$ cat src/rtl/tcge_pkg.sv
`timescale 1ns / 1ps
`default_nettype none
// ----------------------------------------------------------------------------
// tcge_pkg: shared types, constants and font for the text glyph emitter
// Holds the byte codes, the control and status structs between sequencer
// and datapath, and the fixed 5x7 font table.
// ----------------------------------------------------------------------------
package tcge_pkg;

  localparam int WRAP_COLUMN_DEF = 15;
  localparam int CELL_WIDTH_DEF  = 6;
  localparam int GLYPH_COLS      = 5;

  localparam int CODE_W  = 8;
  localparam int COL_W   = 4;
  localparam int ROW_W   = 8;
  localparam int BYTE_W  = 8;
  localparam int GIDX_W  = 7;
  localparam int GLYPH_W = GLYPH_COLS * BYTE_W;

  localparam int CFG_IDX_W  = 1;
  localparam int CFG_DATA_W = 8;
  localparam logic [CFG_IDX_W-1:0] CFG_INVERSE_MODE = 1'd0;
  localparam logic [CFG_IDX_W-1:0] CFG_FULL_CHARSET = 1'd1;

  localparam logic CMD_PUT    = 1'b0;
  localparam logic CMD_SETPOS = 1'b1;

  localparam logic [CODE_W-1:0] CODE_BS      = 8'd8;
  localparam logic [CODE_W-1:0] CODE_LF      = 8'd10;
  localparam logic [CODE_W-1:0] CODE_CR      = 8'd13;
  localparam logic [CODE_W-1:0] CODE_FIRST   = 8'h20;
  localparam logic [CODE_W-1:0] LIMIT_FULL   = 8'd126;
  localparam logic [CODE_W-1:0] LIMIT_BASIC  = 8'd95;
  localparam logic [CODE_W-1:0] CODE_SUBST   = 8'd92;

  localparam logic [BYTE_W-1:0] POS_COL_BASE = 8'h80;
  localparam logic [BYTE_W-1:0] POS_ROW_BASE = 8'h40;
  localparam logic [BYTE_W-1:0] FILL_INVERSE = 8'hff;
  localparam logic [BYTE_W-1:0] FILL_NORMAL  = 8'h00;

  typedef enum logic [1:0] {
    SEL_POS_COL,
    SEL_POS_ROW,
    SEL_GLYPH,
    SEL_FILL
  } sel_t;

  typedef struct packed {
    logic accept;
    logic emit;
    sel_t sel;
    logic last;
  } cmd_t;

  typedef struct packed {
    logic is_setpos;
    logic is_cr;
    logic is_lf;
    logic is_bs;
    logic col_zero;
    logic out_free;
  } status_t;

  // Column 0 of a glyph sits in the low byte.
  function automatic logic [GLYPH_W-1:0] font_glyph(input logic [GIDX_W-1:0] idx);
    logic [GLYPH_W-1:0] g;
    case (idx)
      7'd0:  g = 40'h0000000000;
      7'd1:  g = 40'h00002f0000;
      7'd2:  g = 40'h0007000700;
      7'd3:  g = 40'h147f147f14;
      7'd4:  g = 40'h122a7f2a24;
      7'd5:  g = 40'h462610c8c4;
      7'd6:  g = 40'h5022554936;
      7'd7:  g = 40'h0000030500;
      7'd8:  g = 40'h0041221c00;
      7'd9:  g = 40'h001c224100;
      7'd10: g = 40'h14083e0814;
      7'd11: g = 40'h08083e0808;
      7'd12: g = 40'h0030500000;
      7'd13: g = 40'h1010101010;
      7'd14: g = 40'h0000606000;
      7'd15: g = 40'h0204081020;
      7'd16: g = 40'h3e4549513e;
      7'd17: g = 40'h00407f4200;
      7'd18: g = 40'h4649516142;
      7'd19: g = 40'h314b454121;
      7'd20: g = 40'h107f121418;
      7'd21: g = 40'h3945454527;
      7'd22: g = 40'h3049494a3c;
      7'd23: g = 40'h0305097101;
      7'd24: g = 40'h3649494936;
      7'd25: g = 40'h1e29494906;
      7'd26: g = 40'h0000363600;
      7'd27: g = 40'h0000365600;
      7'd28: g = 40'h0041221408;
      7'd29: g = 40'h1414141414;
      7'd30: g = 40'h0814224100;
      7'd31: g = 40'h0609510102;
      7'd32: g = 40'h3e51594932;
      7'd33: g = 40'h7e1111117e;
      7'd34: g = 40'h364949497f;
      7'd35: g = 40'h224141413e;
      7'd36: g = 40'h1c2241417f;
      7'd37: g = 40'h414949497f;
      7'd38: g = 40'h010909097f;
      7'd39: g = 40'h7a4949413e;
      7'd40: g = 40'h7f0808087f;
      7'd41: g = 40'h00417f4100;
      7'd42: g = 40'h013f414020;
      7'd43: g = 40'h412214087f;
      7'd44: g = 40'h404040407f;
      7'd45: g = 40'h7f020c027f;
      7'd46: g = 40'h7f1008047f;
      7'd47: g = 40'h3e4141413e;
      7'd48: g = 40'h060909097f;
      7'd49: g = 40'h5e2151413e;
      7'd50: g = 40'h462919097f;
      7'd51: g = 40'h3149494946;
      7'd52: g = 40'h01017f0101;
      7'd53: g = 40'h3f4040403f;
      7'd54: g = 40'h1f2040201f;
      7'd55: g = 40'h3f4038403f;
      7'd56: g = 40'h6314081463;
      7'd57: g = 40'h0708700807;
      7'd58: g = 40'h4345495161;
      7'd59: g = 40'h0041417f00;
      7'd60: g = 40'h552a552a55;
      7'd61: g = 40'h007f414100;
      7'd62: g = 40'h0402010204;
      7'd63: g = 40'h4040404040;
      7'd64: g = 40'h0004020100;
      7'd65: g = 40'h7854545420;
      7'd66: g = 40'h384444487f;
      7'd67: g = 40'h2044444438;
      7'd68: g = 40'h7f48444438;
      7'd69: g = 40'h1854545438;
      7'd70: g = 40'h0201097e08;
      7'd71: g = 40'h3e5252520c;
      7'd72: g = 40'h780404087f;
      7'd73: g = 40'h00407d4400;
      7'd74: g = 40'h003d444020;
      7'd75: g = 40'h004428107f;
      7'd76: g = 40'h00407f4100;
      7'd77: g = 40'h780418047c;
      7'd78: g = 40'h780404087c;
      7'd79: g = 40'h3844444438;
      7'd80: g = 40'h081414147c;
      7'd81: g = 40'h7c18141408;
      7'd82: g = 40'h080404087c;
      7'd83: g = 40'h2054545448;
      7'd84: g = 40'h2040443f04;
      7'd85: g = 40'h7c2040403c;
      7'd86: g = 40'h1c2040201c;
      7'd87: g = 40'h3c4030403c;
      7'd88: g = 40'h4428102844;
      7'd89: g = 40'h3c5050500c;
      7'd90: g = 40'h444c546444;
      7'd91: g = 40'h003e7f7f3e;
      7'd92: g = 40'h0006090906;
      7'd93: g = 40'h0101010101;
      7'd94: g = 40'h0017151d00;
      default: g = 40'h0000000000;
    endcase
    return g;
  endfunction

endpackage

`default_nettype wire

$ cat src/rtl/tcge_ctrl.sv
`timescale 1ns / 1ps
`default_nettype none
// ----------------------------------------------------------------------------
// tcge_ctrl: byte sequencer of the text glyph emitter
// Accepts one request at a time and steps through position, glyph and fill
// beats, issuing one emit command per free output slot.
// ----------------------------------------------------------------------------
module tcge_ctrl #(
  parameter int CELL_WIDTH = tcge_pkg::CELL_WIDTH_DEF
) (
  input  wire logic              clk,
  input  wire logic              rst_n,
  input  wire logic              in_valid,
  output logic                   in_ready,
  input  wire tcge_pkg::status_t st,
  output tcge_pkg::cmd_t         cmd
);

  localparam int CNT_W = $clog2(CELL_WIDTH + 1);

  typedef enum logic [2:0] {
    S_IDLE,
    S_GLYPH,
    S_FILL,
    S_POS_COL,
    S_POS_ROW
  } state_t;

  state_t           state_r, state_nxt;
  logic [CNT_W-1:0] cnt_r, cnt_nxt;
  logic             final_r, final_nxt;
  logic             accept;

  assign in_ready = (state_r == S_IDLE);
  assign accept   = in_valid && in_ready;

  always_comb begin
    state_nxt  = state_r;
    cnt_nxt    = cnt_r;
    final_nxt  = final_r;
    cmd.accept = accept;
    cmd.emit   = 1'b0;
    cmd.sel    = tcge_pkg::SEL_POS_COL;
    cmd.last   = 1'b0;
    unique case (state_r)
      S_IDLE: begin
        if (accept) begin
          if (st.is_setpos || st.is_cr || st.is_lf) begin
            state_nxt = S_POS_COL;
            final_nxt = 1'b1;
          end else if (st.is_bs) begin
            if (!st.col_zero) begin
              state_nxt = S_POS_COL;
              final_nxt = 1'b0;
            end
          end else begin
            state_nxt = S_GLYPH;
            cnt_nxt   = CNT_W'(tcge_pkg::GLYPH_COLS - 1);
            final_nxt = 1'b1;
          end
        end
      end
      S_GLYPH: begin
        cmd.sel = tcge_pkg::SEL_GLYPH;
        if (st.out_free) begin
          cmd.emit = 1'b1;
          if (cnt_r == '0) begin
            state_nxt = S_FILL;
            cnt_nxt   = CNT_W'(CELL_WIDTH - tcge_pkg::GLYPH_COLS - 1);
          end else begin
            cnt_nxt = cnt_r - 1'b1;
          end
        end
      end
      S_FILL: begin
        cmd.sel = tcge_pkg::SEL_FILL;
        if (st.out_free) begin
          cmd.emit = 1'b1;
          if (cnt_r == '0) begin
            state_nxt = S_POS_COL;
          end else begin
            cnt_nxt = cnt_r - 1'b1;
          end
        end
      end
      S_POS_COL: begin
        cmd.sel = tcge_pkg::SEL_POS_COL;
        if (st.out_free) begin
          cmd.emit  = 1'b1;
          state_nxt = S_POS_ROW;
        end
      end
      S_POS_ROW: begin
        cmd.sel  = tcge_pkg::SEL_POS_ROW;
        cmd.last = final_r;
        if (st.out_free) begin
          cmd.emit = 1'b1;
          if (final_r) begin
            state_nxt = S_IDLE;
          end else begin
            state_nxt = S_FILL;
            cnt_nxt   = CNT_W'(CELL_WIDTH - 1);
            final_nxt = 1'b1;
          end
        end
      end
      default: begin
        state_nxt = S_IDLE;
      end
    endcase
  end

  always_ff @(posedge clk) begin
    if (!rst_n) begin
      state_r <= S_IDLE;
      cnt_r   <= '0;
      final_r <= 1'b0;
    end else begin
      state_r <= state_nxt;
      cnt_r   <= cnt_nxt;
      final_r <= final_nxt;
    end
  end

endmodule

`default_nettype wire

$ cat config.mk
export PLATFORM = sky130hd
export DESIGN_NAME = tcge_ctrl
export DESIGN_NICKNAME = d
export VERILOG_FILES = /design/src/rtl/tcge_pkg.sv /design/src/rtl/tcge_ctrl.sv
export SDC_FILE = /design/constraint.sdc
export NUM_CORES = 1
export LEC_CHECK = 0
export BUFFER_PORTS_ARGS = -buffer_cell sky130_fd_sc_hd__clkbuf_2
export CORE_MARGIN = 3
export CORE_UTILIZATION = 40
export CTS_BUF_LIST = sky130_fd_sc_hd__clkbuf_8
export CTS_CLUSTER_SIZE = 25
export DETAILED_ROUTE_END_ITERATION = 8
export PLACE_DENSITY_LB_ADDON = 0.05
export SLEW_MARGIN = 40
export SYNTH_ARGS = -nofsm -noshare
export SYNTH_HDL_FRONTEND = slang
export SYNTH_SLANG_ARGS = --single-unit
$ cat constraint.sdc
create_clock -name clk -period 1.4 [get_ports clk]
set_input_delay 0.21 -clock clk [delete_from_list [all_inputs] [get_ports clk]]
set_output_delay 0.21 -clock clk [all_outputs]
set_load 0.02 [all_outputs]
==> metrics.txt, run 1 <==
outcome=complete, but fails checks; failing checks=negative setup slack; FILL cells=129; Clock Sinks=7; crit path time final=1521 ps; synth warn=0; Final Max Tran Viols=0; All-Layer GR Usage=19.08%; sequential share of the synthesized area=21.79%; Initial Util=45.97%; Final Skew=0.9996 ps; delay-heaviest family, CP=compound AO/OA/AOI/OAI gates; worst path bufs/invs=1; CP required=1510 ps; die width=46.10 um; number of global-route vias before repair=683; mapped cell area=643.1 um^2; Startpoint Class=flip-flop; starting DRC count in detailed routing=21; I/O pins=15; largest net degree at the start of global routing=14; Layout Cells excl Fill=130; unrepaired setup endpoints after global routing=yes; Final Hold Viols=0; fmax=657.6 MHz; CTS Buffer Depth=2; Lkg Pwr=0.4318 nW; Vias=726; HPWL after detailed placement=1359 um; Max-Cap Viols=0; Synth Register Bits=7; global-route wire length before repair=2953 um; slew of the pin with the lowest slew margin=356.9 ps; htree depth=1; CTS root buf=clkbuf_8; synth top area cells=dfxtp_1 (22%), o21ai_0 (5.4%), buf_4 (4.7%); CP max-delay cell=dfxtp_2; Port Buf Inserts=14; PwrDens=2130 nW/um^2; CTS tree=built; final setup fails=7; Area Growth Syn to Fin=55.06%; Worst Path Arrival=1630 ps; routed wire length=1836 um; Clk Latency, worst-skew pair=220 ps; gr ovfl total=0; setup slack after layout=-120.6 ps; WL/cell=14.12 um; crit-path cells=inv_2 > ha_4 > or2b_1 > a21oi_2 > a32oi_4 > a21boi_2 > o21a_1; synthesized instance count=84; Crit path largest cell delay=320 ps; setup TNS=-355.5 ps; DP Cell Count=122; Die Y-Extent=46.10 um; worst hold path type=in2reg; crit path max fanout=6; Area after DPL=847.1 um^2; DR pass1 iterations=4; Final Cycle Share=108.6%; Final nets=127; multi-input logic area=524.3 um^2; Via density=5.585; clk slew on worst S/H paths=40 ps; num rows=13; share of post-route cells with drive strength above 1=49.57%; synthesized area per cell=7.656 um^2; # hold bufs at CTS=0; Rel. slew slack=75.95%; Worst Setup Path Type=reg2reg; Syn Nets=95; # DRC=0; post-route cell area=997.2 um^2; initial antenna violation count=0; antenna diode count=0; post-synth top area cell=dfxtp_1; Reg area=153.9 um^2; gpl congestion=0.8107; setup slack, reg-to-reg=-120 ps; Synth cell types=33; final core area utilization=71.29%; peak supply drop=1392 uV; CTS Buf Count=3; full die area=2125 um^2; share of the synthesized area in the top cell type=21.79%; ANT nets after route=0; CP endpoint kind=flip-flop; Core Box Area=1399 um^2
[final cells by class]
class	count	area share, %
tap	15	1.882
clock inverter	1	0.3764
multi-input combinational	67	52.57
inverter	4	1.506
timing repair buffer	33	24.09
sequential	7	15.43
clock buffer	3	4.141
[kinds of logic (layout without fill, tap and decap cells)]
group                      Yosys count  in the layout  synth area share (%)
adders and majority gates            2              2                 3.890
xor gates and xnor gates             1              1                 1.362
and+or+nand+nor                     40             40                 36.96
DFF                                  7              7                 21.79
AOI/OAI and AO/OA                   24             24                 26.46
buffers and inverters               10             41                 9.532
[through the flow]
step | worst slack, ps | power (W) | hold WS, ps
finish | -120.6 | 0.002124 | 343.8
global route | -165.5 | 0.002276 | 371.4
CTS | -118.7 | 0.001965 | 336.3
detailed placement | -145.9 | 0.001594 | 472.8
global placement | -79.62 | 0.001554 | 480.2
floorplan | 0.8638 | 0.001217 | 441.6
[placed cells by master (no fill, tap or decap), drive strengths merged]
cell | netlist | layout
a2111o | 1 | 1
a21boi | 4 | 4
a21oi | 4 | 4
a22oi | 2 | 2
a32oi | 1 | 1
and2 | 2 | 2
and3b | 1 | 1
buf | 6 | 23
clkbuf | 0 | 13
dfxtp | 7 | 7
ha | 2 | 2
inv | 4 | 5
nand2 | 8 | 8
nand3 | 2 | 2
nand3b | 3 | 3
nand4 | 2 | 2
nand4b | 1 | 1
nor2 | 8 | 8
nor2b | 2 | 2
nor3 | 3 | 3
nor3b | 2 | 2
nor4 | 2 | 2
o2111ai | 1 | 1
o211a | 1 | 1
o21a | 2 | 2
o21ai | 7 | 7
o2bb2ai | 1 | 1
or2b | 4 | 4
xnor2 | 1 | 1
[tightest hold or removal path: stages]
cell      delay, ps
clkbuf_2        170
nand2_1          90
o21ai_1          50
[registers in the layout, indices dropped and copies added, names as in the netlist]
register  cells
cnt_r         3
state_r       3
final_r       1
[power breakdown]
group          leakage, nW  internal, W  switching (W)
Clock               0.0269     0.000189      0.0000788
Sequential          0.0604     0.000291       0.000103
Combinational        0.344     0.000760       0.000703
Total                0.432      0.00124       0.000885
[Yosys cell counts]
cell       instances
o21a_1             2
buf_6              1
a21boi_0           3
a32oi_2            1
o2111ai_1          1
a21boi_1           1
o2bb2ai_1          1
ha_1               2
nor2_1             8
buf_2              1
nand2_1            8
o21ai_0            7
xnor2_1            1
buf_4              4
nand4_1            2
a21oi_1            4
and2_1             2
nand3_1            2
and3b_1            1
nor4_1             1
nor2b_1            2
nor3_1             3
or2b_1             2
a22oi_1            2
nand3b_1           3
a2111o_1           1
nor4_4             1
or2b_2             2
inv_1              4
nand4b_1           1
o211a_1            1
nor3b_1            2
dfxtp_1            7
[final timing paths]
check / startpoint / depth (start not counted) / endpoint
max: cnt_r[0] / 7 / cnt_r[2]
min: rst_n / 3 / state_r[1]
max reg2reg: cnt_r[0] / 7 / cnt_r[2]
min reg2reg: cnt_r[1] / 2 / cnt_r[1]
[routing by layer]
metal	vias to the layer above	GRT usage [%]	wire length, um
met5	-	0	0
met4	0	10.80	32
met3	4	1.172	100
met2	27	29.40	877
met1	331	26.00	826
li1	364	-	-
[repair_timing]
| action | CTS | global route |
|---|---|---|
| setup endpoints to repair | 10 | 11 |
| buffers inserted | 1 | 3 |
| gates resized for setup | 10 | 14 |
| pin swaps | 6 | 3 |
No activity file was read; power rests on OpenSTA's default activity.
==> run 2: changes to the inputs <==
--- a/config.mk
+++ b/config.mk
@@ -8,9 +8,9 @@
 export BUFFER_PORTS_ARGS = -buffer_cell sky130_fd_sc_hd__clkbuf_2
 export CORE_MARGIN = 3
 export CORE_UTILIZATION = 40
-export CTS_BUF_LIST = sky130_fd_sc_hd__clkbuf_8
 export CTS_CLUSTER_SIZE = 25
 export DETAILED_ROUTE_END_ITERATION = 8
+export GPL_ROUTABILITY_DRIVEN = 0
 export PLACE_DENSITY_LB_ADDON = 0.05
 export SLEW_MARGIN = 40
 export SYNTH_ARGS = -nofsm -noshare
==> metrics.txt, run 2 (synthesized netlist as in run 1, its figures left out) <==
Via density=5.343; Layout Cells excl Fill=137; routed wire length=1836 um; worst hold path type=in2reg; DR pass1 iterations=4; Clock Sinks=7; WL/cell=13.40 um; largest net degree at the start of global routing=11; HPWL after detailed placement=1359 um; Final Skew=6.300 ps; # DRC=0; Port Buf Inserts=14; outcome=complete, but fails checks; Final nets=134; global-route wire length before repair=3049 um; Final Cycle Share=108.6%; Max-Cap Viols=0; Lkg Pwr=0.4582 nW; Die Y-Extent=46.10 um; num rows=13; final setup fails=7; Worst Setup Path Type=reg2reg; unrepaired setup endpoints after global routing=yes; top routing layer in use=met4; Rel. slew slack=75.41%; failing checks=negative setup slack; PwrDens=2031 nW/um^2; PnR Total Power=0.002133 W; slew of the pin with the lowest slew margin=364.9 ps; crit path max fanout=6; largest registers=cnt_r x3, state_r x3, final_r x1; setup slack after layout=-120.9 ps; FILL cells=117; met3 WL=86 um; I/O pins=15; crit path time final=1521 ps; initial antenna violation count=0; htree depth=1; All-Layer GR Usage=19.32%; CTS Buf Count=3; commonest cells after routing, fill and taps aside=buf_4 (22), clkbuf_2 (10), nand2_1 (8), nor2_1 (6), o21ai_0 (5); Startpoint Class=flip-flop; CP endpoint kind=flip-flop; CP required=1540 ps; most common cell after layout, fill and taps aside=buf_4; CTS tree=built; Worst Path Arrival=1660 ps; hold_ws=312.6 ps; routed wl met2=864 um; clk slew on worst S/H paths=60 ps; Vias=732; gr ovfl total=0; full die area=2125 um^2; peak supply drop=1258 uV; antenna diode count=0; Initial Util=45.97%; CTS root buf=clkbuf_4; fmax=657.5 MHz; starting DRC count in detailed routing=21; # hold bufs at CTS=0; Area Growth Syn to Fin=63.23%; Final Max Tran Viols=0; Final Hold Viols=0; die width=46.10 um; Clk Latency, worst-skew pair=240 ps; share of post-route cells with drive strength above 1=51.64%; ANT nets after route=0; DRT met1 WL=867 um; CTS Buffer Depth=2; DP Cell Count=122; number of global-route vias before repair=719; Core Box Area=1399 um^2
-- run 2: cell types whose count changed in the layout (fill, tap and decap cells not counted), moves of 2 or more --
cell      previous run  this run
buf_4               16        22
clkbuf_4             0         3
buf_2                2         0
buf_8                1         3
clkbuf_8             3         1
-- run 2: repair_timing --
action,4_1_cts,5_1_grt
resized for setup,20,8
pin swaps,8,3
endpoints found under the setup margin,11,11
setup buffers,11,0
-- run 2: power by group --
group	internal (W)	leakage [nW]	switching (W)
Sequential	0.000289	0.0604	0.0000838
Clock	0.000108	0.0150	0.0000692
Combinational	0.000848	0.383	0.000734
Total	0.00125	0.458	0.000887
-- run 2: cell type report --
| class | count | area [um^2] | share of cell area (%) |
|---|---|---|---|
| timing repair buffer | 40 | 319.1 | 30.39 |
| clock buffer | 4 | 26.28 | 2.503 |
| inverter | 4 | 15.01 | 1.430 |
| sequential | 7 | 153.9 | 14.66 |
| tap | 15 | 18.77 | 1.788 |
| multi-input combinational | 67 | 516.7 | 49.23 |
-- run 2: final timing paths --
check        slack [ps]        to  depth (start not counted)     start
min reg2reg         490  cnt_r[1]                          2  cnt_r[1]
max reg2reg        -120  cnt_r[2]                          7  cnt_r[1]
min                 310  cnt_r[0]                          2     rst_n
max                -120  cnt_r[2]                          7  cnt_r[1]
-- run 2: stage by stage --
stage	cell area, um^2	setup WS [ps]	TNS [ps]	util, %
after detailed placement	847.1	-145.9	-264.5	60.55
after global routing	1050	-160.9	-884.0	75.04
after global placement	847.1	-79.62	-197.8	60.55
after CTS	1022	-121.6	-485.3	73.08
after floorplan	698.2	0.8638	0	-
final	1050	-120.9	-372.4	75.04
-- run 2: layer usage --
layer	vias up	global-route usage, %
li1	382	-
met1	328	26.70
met2	20	31.04
met3	2	1.172
met4	0	7.386
met5	-	0
-- run 2: critical path: stages, from the launching register on --
cell	delay (ps)
dfxtp_2	320
inv_2	70
ha_4	130
or2b_1	260
a21oi_2	180
a32oi_4	100
a21boi_2	190
o21a_1	180
